--- config.mk ---
export PLATFORM = sky130hd
export DESIGN_NAME = vgcmh_div
export DESIGN_NICKNAME = d
export VERILOG_FILES = /design/src/sv/voxel_grid_count_mean_height_assert.svh /design/src/sv/vgcmh_pkg.sv /design/src/sv/vgcmh_div.sv
export SDC_FILE = /design/constraint.sdc
export NUM_CORES = 1
export LEC_CHECK = 0
export ABC_CLOCK_PERIOD_IN_PS = 2750
export BUFFER_PORTS_ARGS = -buffer_cell sky130_fd_sc_hd__buf_2
export CAP_MARGIN = 30
export CELL_PAD_IN_SITES_DETAIL_PLACEMENT = 1
export CELL_PAD_IN_SITES_GLOBAL_PLACEMENT = 1
export CORE_MARGIN = 2
export CORE_UTILIZATION = 35
export CTS_CLUSTER_DIAMETER = 120
export DETAILED_ROUTE_END_ITERATION = 12
export HOLD_SLACK_MARGIN = 0.15
export PLACE_DENSITY_LB_ADDON = 0.1
export SLEW_MARGIN = 0
export SYNTH_ARGS = -nofsm -noshare
export SYNTH_HDL_FRONTEND = slang
export SYNTH_SLANG_ARGS = --single-unit
export TNS_END_PERCENT = 10
--- constraint.sdc ---
create_clock -name clk_i -period 2.75 [get_ports clk_i]
set_clock_uncertainty 0.2 [all_clocks]
set_input_delay 0.55 -clock clk_i [delete_from_list [all_inputs] [get_ports clk_i]]
set_output_delay 0.55 -clock clk_i [all_outputs]
set_load 0.03 [all_outputs]
--- src/sv/voxel_grid_count_mean_height_assert.svh ---
// Assertion macros for the voxel grid counter.
// Included by the top level; no other dependencies.
`ifndef VOXEL_GRID_COUNT_MEAN_HEIGHT_ASSERT_SVH
`define VOXEL_GRID_COUNT_MEAN_HEIGHT_ASSERT_SVH
`define VG_ASSERT_IMPL(lbl, clk, rstn, ante, cons, msg) \
  lbl: assert property (@(posedge clk) disable iff (!rstn) (ante) |-> (cons)) else $error(msg);
`define VG_ASSERT_NEXT(lbl, clk, rstn, ante, cons, msg) \
  lbl: assert property (@(posedge clk) disable iff (!rstn) (ante) |=> (cons)) else $error(msg);
`endif

--- src/sv/vgcmh_pkg.sv ---
// Shared types and codes for the voxel grid counter.
// No dependencies.
package vgcmh_pkg;
  localparam int CoordW = 21;
  localparam int SizeW  = 20;
  localparam int TotalW = 24;
  localparam int NumRegs = 7;
  localparam logic [2:0] RegXLow = 3'd0;
  localparam logic [2:0] RegXHigh = 3'd1;
  localparam logic [2:0] RegYLow = 3'd2;
  localparam logic [2:0] RegYHigh = 3'd3;
  localparam logic [2:0] RegZLow = 3'd4;
  localparam logic [2:0] RegZHigh = 3'd5;
  localparam logic [2:0] RegVSize = 3'd6;
  localparam logic [1:0] StAdded = 2'd0;
  localparam logic [1:0] StOutside = 2'd1;
  localparam logic [1:0] StFull = 2'd2;
  localparam logic [1:0] StTooBig = 2'd3;
endpackage

--- src/sv/vgcmh_div.sv ---
// Bit-serial restoring divider, one quotient bit per cycle.
// Uses vgcmh_pkg for nothing beyond style; standalone.
module vgcmh_div import vgcmh_pkg::*; #(
  parameter int NW = 38,
  parameter int DW = 20
) (
  input  logic          clk_i,
  input  logic          rst_ni,
  input  logic          start_i,
  input  logic [NW-1:0] num_i,
  input  logic [DW-1:0] den_i,
  output logic          done_o,
  output logic [NW-1:0] quo_o
);
  localparam int CW = $clog2(NW + 1);
  logic [NW-1:0] q_q, q_d;
  logic [DW-1:0] r_q, r_d;
  logic [DW:0] trial;
  logic [DW-1:0] den_q;
  logic [CW-1:0] cnt_q, cnt_d;
  logic busy_q, busy_d, done_q, done_d;

  always_comb begin
    q_d = q_q;
    r_d = r_q;
    cnt_d = cnt_q;
    busy_d = busy_q;
    done_d = 1'b0;
    trial = {r_q, q_q[NW-1]};
    if (start_i) begin
      q_d = num_i;
      r_d = '0;
      cnt_d = CW'(NW);
      busy_d = 1'b1;
    end else if (busy_q) begin
      // shift in one numerator bit, subtract when it fits
      if (trial >= {1'b0, den_q}) begin
        r_d = trial[DW-1:0] - den_q;
        q_d = {q_q[NW-2:0], 1'b1};
      end else begin
        r_d = trial[DW-1:0];
        q_d = {q_q[NW-2:0], 1'b0};
      end
      cnt_d = cnt_q - 1'b1;
      if (cnt_q == CW'(1)) begin
        busy_d = 1'b0;
        done_d = 1'b1;
      end
    end
  end

  always_ff @(posedge clk_i or negedge rst_ni) begin
    if (!rst_ni) begin
      busy_q <= 1'b0;
      done_q <= 1'b0;
      cnt_q <= '0;
    end else begin
      busy_q <= busy_d;
      done_q <= done_d;
      cnt_q <= cnt_d;
    end
  end

  always_ff @(posedge clk_i) begin
    q_q <= q_d;
    r_q <= r_d;
    if (start_i) den_q <= den_i;
  end

  assign done_o = done_q;
  assign quo_o = q_q;
endmodule

==> metrics.txt <==
status complete, but fails checks; failing checks negative setup slack; drt total wl around 12 mm; Final Max Slew Viols 0; met2 GRT Util 28.6%; GRT Residual Overflow 0; sequential area share after synthesis around half; most frequent cells in the layout buf_2, edfxtp_1, buf_4; vias per cell between 5 and 6; Synth area leader edfxtp_1; CP max FO 3; Die Width approximately 120 um; fin util 46.9%; commonest non-fill, non-tap cell in the layout buf_2; WP data required 2.79 ns; CTS tree done; Layout Cells excl Fill between 700 and 800; Final Cycle Share 104%; Residual DRC 0; Seq. cell area 2340 sq um; Core Rows a little over 40; number of global-route vias before repair 3854; CP Class flop to flop; initial antenna violation count 0; CTS H-tree lvls 3; Hold Path Stages 1; worst slew pin tran around 0.8 ns; drt pass-1 iters 5; Max IR drop VDD slightly above 0.0003 V; routed len/inst roughly 17 um; Yosys cell types 57; final hold violations 0; Top FF cell, synth edfxtp_1; die area 13900 sq um; busiest layer in global routing met2; area taken by multi-input logic gates roughly 2100 sq um; IO buf count 99; Pwr Total between 3 and 4 mW; Hold Crit Class input pin to flop; fraction of registers with async set/reset under 10%; CTS Buf Count 9; count of final setup violators 1; hold path startpoint den_i[12]; CP startpoint quo_o[37]$_DFFE_PP_; largest net degree at the start of global routing 39; Post-synth EDFFs between 50 and 60; reg-to-reg startpoint quo_o[37]$_DFFE_PP_; dpl hpwl a little under 9 mm; starting density of the core between 30% and 40%; Max transition margin 45.0%; area delta synth->final 30.5%; Post-Syn Area between 4000 and 5000 sq um; share of cells above drive strength 1 approximately two fifths; First DRT Iteration DRCs 98; Static Leak around 2.7 nW; clk root buf clkbuf_16; FMAX about 0.35 GHz; CP Capture Type flop; syn_nets 480; maxcap violations 0; Synth Instances a little under 400; io pins 100; CP startpoint kind flop; fillcell total roughly 1400; clk_lat worst skew 0.35 ns; GR Layer Usage met1 22.0%; GPL Wtd Cong about 0.84; share of the synthesized area in the top cell type 38.4%; GRT Total Usage between 10% and 20%; average size of a mapped cell approximately 11 sq um; pwr dens around 570 nW/um^2; GR Util met3 5.57%; via count ~3600; Reg2Reg Setup Slack -0.11 ns; Inst Count DP 690; final net count between 600 and 700; Worst Reg-to-Reg Cells 12; largest cells by area after synthesis edfxtp_1, mux2_2, dfxtp_1; first-pass GRT wire length 19.6 mm; post-synthesis register bit count 86; diode count 0; clock slew seen by the registers of the worst setup and hold paths around 0.070 ns; Final WS setup -0.109 ns; RSZ-0062 raised after global routing true; final worst path period need around 2.9 ns; pre-CTS WS -0.131 ns; Synth Warn # 0; Clock Path Buffers 2; Critical Path AT around 2.9 ns; Clock Sinks 86; die height about 120 um; core footprint ~13000 sq um; ANT nets after route 0
## worst max-delay path, cell delays in order, from the launching register on
cell and delay (ns):
edfxtp_1 0.41, inv_2 0.09, ha_4 0.13, inv_2 0.04, fa_2 0.41, a211oi_4 0.33, o21ai_2 0.11, a21o_1 0.18
a21o_1 0.18, a221oi_2 0.29, xor2_1 0.17, nor3_1 0.05, nand2b_1 0.15
## state kept, by name, summed over array words and instances (netlist names)
signal and count:
busy_q 1, cnt_q 6, den_q 20, done_o 1
quo_o 38, r_q 20
## synth_stat cells, drive strengths merged, types with 9 or more instances
cell type	number
edfxtp	58
xnor2	9
xor2	12
mux2	38
dfxtp	20
nand2	24
o21ai	13
a21oi	18
clkbuf	13
nor2	30
inv	25
a21o	9
a211oi	15
ha	22
## repair_timing
item / in CTS / in global routing
setup buffers: 0 / 4
pin swaps: 1 / 9
setup endpoints to repair: 13 / 15
hold buffers: 1 / 0
hold endpoints to repair: 8 / 0
resized for setup: 5 / 12
## final timing paths
check / to
hold reg to reg: r_q[13]$_SDFFE_PP0P_
min in group asynchronous: cnt_q[1]$_DFFE_PN0P_
max in group asynchronous: cnt_q[5]$_DFFE_PN0P_
hold / removal: den_q[12]$_DFFE_PP_
setup / recovery: r_q[16]$_SDFFE_PP0P_
setup reg to reg: r_q[16]$_SDFFE_PP0P_
## power breakdown
| group | internal, mW | switching [mW] |
|---|---|---|
| clock network | 0.708 | 0.545 |
| logic | 0.241 | 0.333 |
| registers | 1.49 | 0.0469 |
## cells by family after synthesis
| family | share of synthesized area, % |
|---|---|
| buf+inv | 4.03 |
| simple gates | 9.79 |
| compound gates | 12.8 |
| fa+ha+maj | 6.51 |
| mux | 11.2 |
| flops | 51.6 |
| xor+xnor | 4.05 |
## layer usage
layer | part of all wire, % | wire length [um]
met5 | 0 | 0
met4 | 1.9 | 226
met3 | 6.3 | 754
met2 | 48 | 5670
met1 | 44 | 5240
## area by class of cell
class | count | share of cell area [%]
repair buffers | 147 | 14.7
well taps | 172 | 3.63
clock buffers | 9 | 3.80
multi-input cells | 265 | 35.5
clock inverters | 7 | 1.23
inverters | 25 | 1.58
flip-flops and latches | 86 | 39.5
## through the flow
| step | hold slack (ns) | setup TNS (ns) | area [sq um] |
|---|---|---|---|
| after floorplan | 0.0544 | -0.0327 | 4550 |
| after global placement | 0.202 | -0.439 | 5510 |
| after detailed placement | 0.204 | -1.09 | 5510 |
| after CTS | 0.156 | -0.0502 | 5840 |
| after global routing | 0.155 | -1.38 | 5920 |
| final | 0.172 | -0.109 | 5920 |
Note: power is estimated with default switching activity, not from simulation.
