File: src/sv/voxel_grid_count_mean_height_assert.svh
// Assertion macros for the voxel grid counter.
// Included by the top level; no other dependencies.
`ifndef VOXEL_GRID_COUNT_MEAN_HEIGHT_ASSERT_SVH
`define VOXEL_GRID_COUNT_MEAN_HEIGHT_ASSERT_SVH
`define VG_ASSERT_IMPL(lbl, clk, rstn, ante, cons, msg) \
  lbl: assert property (@(posedge clk) disable iff (!rstn) (ante) |-> (cons)) else $error(msg);
`define VG_ASSERT_NEXT(lbl, clk, rstn, ante, cons, msg) \
  lbl: assert property (@(posedge clk) disable iff (!rstn) (ante) |=> (cons)) else $error(msg);
`endif

File: src/sv/vgcmh_pkg.sv
// Shared types and codes for the voxel grid counter.
// No dependencies.
package vgcmh_pkg;
  localparam int CoordW = 21;
  localparam int SizeW  = 20;
  localparam int TotalW = 24;
  localparam int NumRegs = 7;
  localparam logic [2:0] RegXLow = 3'd0;
  localparam logic [2:0] RegXHigh = 3'd1;
  localparam logic [2:0] RegYLow = 3'd2;
  localparam logic [2:0] RegYHigh = 3'd3;
  localparam logic [2:0] RegZLow = 3'd4;
  localparam logic [2:0] RegZHigh = 3'd5;
  localparam logic [2:0] RegVSize = 3'd6;
  localparam logic [1:0] StAdded = 2'd0;
  localparam logic [1:0] StOutside = 2'd1;
  localparam logic [1:0] StFull = 2'd2;
  localparam logic [1:0] StTooBig = 2'd3;
endpackage

File: src/sv/vgcmh_mul.sv
// Shift-add serial multiplier, one multiplier bit per cycle.
// Standalone; imports vgcmh_pkg.
module vgcmh_mul import vgcmh_pkg::*; #(
  parameter int AW = 24,
  parameter int BW = 24
) (
  input  logic             clk_i,
  input  logic             rst_ni,
  input  logic             start_i,
  input  logic [AW-1:0]    a_i,
  input  logic [BW-1:0]    b_i,
  output logic             done_o,
  output logic [AW+BW-1:0] prod_o
);
  localparam int CW = $clog2(BW + 1);
  logic [AW+BW-1:0] acc_q, a_q;
  logic [BW-1:0] b_q;
  logic [CW-1:0] cnt_q;
  logic busy_q, done_q;

  always_ff @(posedge clk_i or negedge rst_ni) begin
    if (!rst_ni) begin
      busy_q <= 1'b0;
      done_q <= 1'b0;
      cnt_q <= '0;
    end else begin
      done_q <= 1'b0;
      if (start_i) begin
        busy_q <= 1'b1;
        cnt_q <= CW'(BW);
      end else if (busy_q) begin
        cnt_q <= cnt_q - 1'b1;
        if (cnt_q == CW'(1)) begin
          busy_q <= 1'b0;
          done_q <= 1'b1;
        end
      end
    end
  end

  always_ff @(posedge clk_i) begin
    if (start_i) begin
      acc_q <= '0;
      a_q <= (AW+BW)'(a_i);
      b_q <= b_i;
    end else if (busy_q) begin
      if (b_q[0]) acc_q <= acc_q + a_q;
      a_q <= a_q << 1;
      b_q <= b_q >> 1;
    end
  end

  assign done_o = done_q;
  assign prod_o = acc_q;
endmodule

File: config.mk
export PLATFORM = sky130hd
export DESIGN_NAME = vgcmh_mul
export DESIGN_NICKNAME = d
export VERILOG_FILES = /design/src/sv/voxel_grid_count_mean_height_assert.svh /design/src/sv/vgcmh_pkg.sv /design/src/sv/vgcmh_mul.sv
export SDC_FILE = /design/constraint.sdc
export NUM_CORES = 1
export LEC_CHECK = 0
export ABC_AREA = 1
export ABC_CLOCK_PERIOD_IN_PS = 2500
export BUFFER_PORTS_ARGS = -buffer_cell sky130_fd_sc_hd__buf_2
export CAP_MARGIN = 20
export CORE_MARGIN = 10
export CORE_UTILIZATION = 54
export CTS_CLUSTER_DIAMETER = 200
export DETAILED_ROUTE_END_ITERATION = 8
export PLACE_DENSITY_LB_ADDON = 0.25
export SYNTH_ARGS = -nofsm -noshare
export SYNTH_HDL_FRONTEND = slang
export SYNTH_SLANG_ARGS = --single-unit
export TNS_END_PERCENT = 5
File: constraint.sdc
create_clock -name clk_i -period 2.5 [get_ports clk_i]
set_clock_uncertainty 0.1 [all_clocks]
set_input_delay 0.375 -clock clk_i [delete_from_list [all_inputs] [get_ports clk_i]]
set_output_delay 0.375 -clock clk_i [all_outputs]
set_load 0.01 [all_outputs]
==> impl_results.md <==
- Sink Count: 127
- I/O pin total: 100
- Startpoint Class: flop
- Worst Setup End Kind: flop
- Top_reg_cell synth: dfxtp_1
- Crit path DAT: 2.54 ns
- Hold WS: 0.111 ns
- DR vias: 9048
- Hpwl dp: 20.9 mm
- Die height: 150 microns
- FMAX: 430 MHz
- Layout cell share with drive strength beyond 1: 13.6%
- Post-synth top area share: 22.4%
- Setup TNS: 0 ns
- RSZ-0062 raised after global routing: false
- HP Class: input pin to flop
- Status: complete, no violations
- Core box area: 16500 sq um
- Core Rows: 47
- Max H-tree Level: 4
- Grt peak-use layer: met2
- Avg Cell Area, Syn: 6.21 sq um
- Worst vdd ir: 635 uV
- Hold Crit Start: b_i[23]
- Final Hold Fails: 0
- DR iter-0 viols: 742
- CTS tree: built
- Clk slew on worst S/H paths: 0.07 ns
- Ys async rst share: 5.51%
- Max-cap viol count: 0
- Post-synth EDFFs: 48
- Synth area leaders: nand2_1 22%, dfxtp_1 16%, edfxtp_1 16%, inv_1 12%, ha_1 6.7%
- Synth warn: 0
- CP required: 2.72 ns
- Syn_nets: 1563
- Chip width: 150 microns
- Leakage Power: 0.00608 uW
- Vias in the first global route: 8750
- Power Dens Cells: 636 nW/um^2
- Port bufs: 99
- Post-Syn Area: 9080 sq um
- RR Startpoint: a_q[0]
- Worst path max stage delay: 0.39 ns
- Post-CTS setup buffer count: 0
- Largest area contributor in the netlist: nand2_1
- Inserted Diodes: 0
- Drt pass-1 iters: 7
- Placer Congestion: 0.994
- Sequential area share after synthesis: 33.7%
- Initial antenna violation count: 1
- Clock buffer depth: 2
- Max-slew headroom at the worst pin: 67.4%
- Gr ovfl total: 0
- Met2 usage: 38.3%
- CP Cell Sequence: ha_1, fa_2, nand2_1, nand3_1, nand2_1, nand2_1, nand2_1, nand3_1, nand2_1, nand3_1, nand2_1, inv_1
- R2R Setup Slk: 0.18 ns
- Grt met3 use: 5.83%
- Max-slew violations: 0
- CTS Buf Count: 17
- Most frequent CP cell: nand2_1
- RR Endpoint: prod_o[30]
- Die area: 22400 sq um
- WL per Instance: 14.9 microns
- # setup viols final: 0
- Yosys cell types: 29
- Avg Vias per Cell: 5.00
- WS Path Type: flop to flop
- Worst Reg2Reg Path Length in Cells: 12
- Met1 usage: 33.2%
- Cells after Synth: 1462
- Post-route ant nets: 0
- DRC viols: 0
- Layout area overhead: 16.2%
- Top post-synthesis cells by count: 543 x nand2_1, 287 x inv_1, 161 x nor2_1, 72 x dfxtp_1, 62 x nand3_1
- Initial Util: 55.0%
- Largest net degree at the start of global routing: 73
- Core Util, Final: 63.9%
- Fill cells: 1618
- Worst Hold Depth: 3
- WL final: 26.9 mm
- Global-route wire length before repair: 43.9 mm
- Total global-route track usage: 24.5%
- Final total power: 6720 uW
- Clock Latency Late Sink: 0.43 ns
- Fin crit share: 92.9%
- Worst-path fanout max: 4
- Layout Nets: 1676
- CTS Root Cell: clkbuf_16
- Min-Delay Endpoint: b_q[23]
- Register bit total from synthesis: 127
- Most frequent cell after synthesis: nand2_1
- Final Critical Period: 2.32 ns
- Slowest CP cell: edfxtp_1
- Worst-margin pin slew: 0.489 ns
[cell families (layout without fill, tap and decap cells)]
group           Yosys count  after routing  synth area share (%)
compound gates           99             99                  5.91
fa+ha+maj                50             50                  6.97
flops                   127            127                  33.7
simple gates            833            833                  37.5
xor+xnor                 24             24                  2.31
buf+inv                 329            455                  13.7
[state kept, by name, summed over array words and instances, names as in the netlist]
name / flops
cnt_q: 5
done_o: 1
a_q: 48
prod_o: 48
b_q: 24
busy_q: 1
[worst max path at each step]
| stage | startpoint | endpoint | slack, ns | cells after the start |
|---|---|---|---|---|
| final | a_q[0] | prod_o[30] | 0.18 | 12 |
| after global routing | a_q[5] | prod_o[47] | 0.02 | 14 |
| after CTS | a_q[0] | prod_o[28] | 0.12 | 12 |
| after detailed placement | a_q[0] | prod_o[28] | 0.13 | 12 |
| after global placement | a_q[0] | prod_o[30] | 0.17 | 12 |
| after floorplan | a_q[0] | prod_o[32] | 0.41 | 14 |
[final cells by class]
| class | instances | area, sq um | area share (%) |
|---|---|---|---|
| multi-input combinational | 1006 | 4800 | 45.4 |
| sequential | 127 | 3060 | 29.0 |
| inverter | 300 | 1130 | 10.7 |
| timing repair buffer | 123 | 703 | 6.66 |
| clock buffer | 19 | 443 | 4.20 |
| tap | 220 | 275 | 2.61 |
| clock inverter | 13 | 153 | 1.45 |
[cells in the final DEF, fill, tap and decap left out]
cell type / n
nand2_1: 543
inv_1: 286
nor2_1: 161
buf_2: 99
dfxtp_1: 72
nand3_1: 60
ha_1: 49
edfxtp_1: 48
o21ai_0: 35
a21oi_1: 34
o22ai_1: 23
xor2_1: 22
nor2_2: 21
buf_4: 21
clkbuf_16: 17
nand2_2: 16
nand4_1: 15
inv_2: 14
nand3_2: 7
dfrtp_1: 7
inv_6: 5
o21bai_1: 4
nor3_1: 4
nor2_4: 2
nor3_2: 2
nor4_1: 2
xnor2_1: 2
o21ai_1: 2
clkinvlp_4: 2
bufinv_16: 2
clkinv_4: 2
buf_12: 2
a21o_1: 1
fa_2: 1
clkbuf_1: 1
clkinv_2: 1
inv_8: 1
clkbuf_8: 1
dlygate4sd3_1: 1
[worst max-delay path: cells and delay by family (launching register included)]
family	cells	cell delay, ns
AND/OR/NAND/NOR	9	1.05
buffers and inverters	1	0.04
flip-flops	1	0.39
adder cells (fa/ha/maj)	2	0.64
[what timing repair did]
item	CTS	global route
resized for setup	0	3
setup endpoints to repair	0	7
hold endpoints to repair	7	0
hold buffers	1	0
[per-layer routing]
metal,share of wire (%),up-vias
met2,44,280
met5,0.037,-
met3,7.8,42
li1,-,4663
met1,46,4061
met4,2.1,2
[metrics by stage]
stage | cell area [sq um] | setup slack [ns] | instances
2_1_floorplan | 9090 | 0.413 | 1462
3_3_place_gp | 9940 | 0.166 | 1775
3_5_place_dp | 9940 | 0.126 | 1775
4_1_cts | 10500 | 0.117 | 1808
5_1_grt | 10600 | 0.0232 | 1808
6_report | 10600 | 0.177 | 1808
[report_power, final]
part,leakage (uW),total (uW),internal (uW),switching (uW)
clock network,0.000287,2550,1520,1030
logic,0.00459,1680,588,1090
registers,0.00120,2480,2350,134
Power figures use the tool's default switching activity.
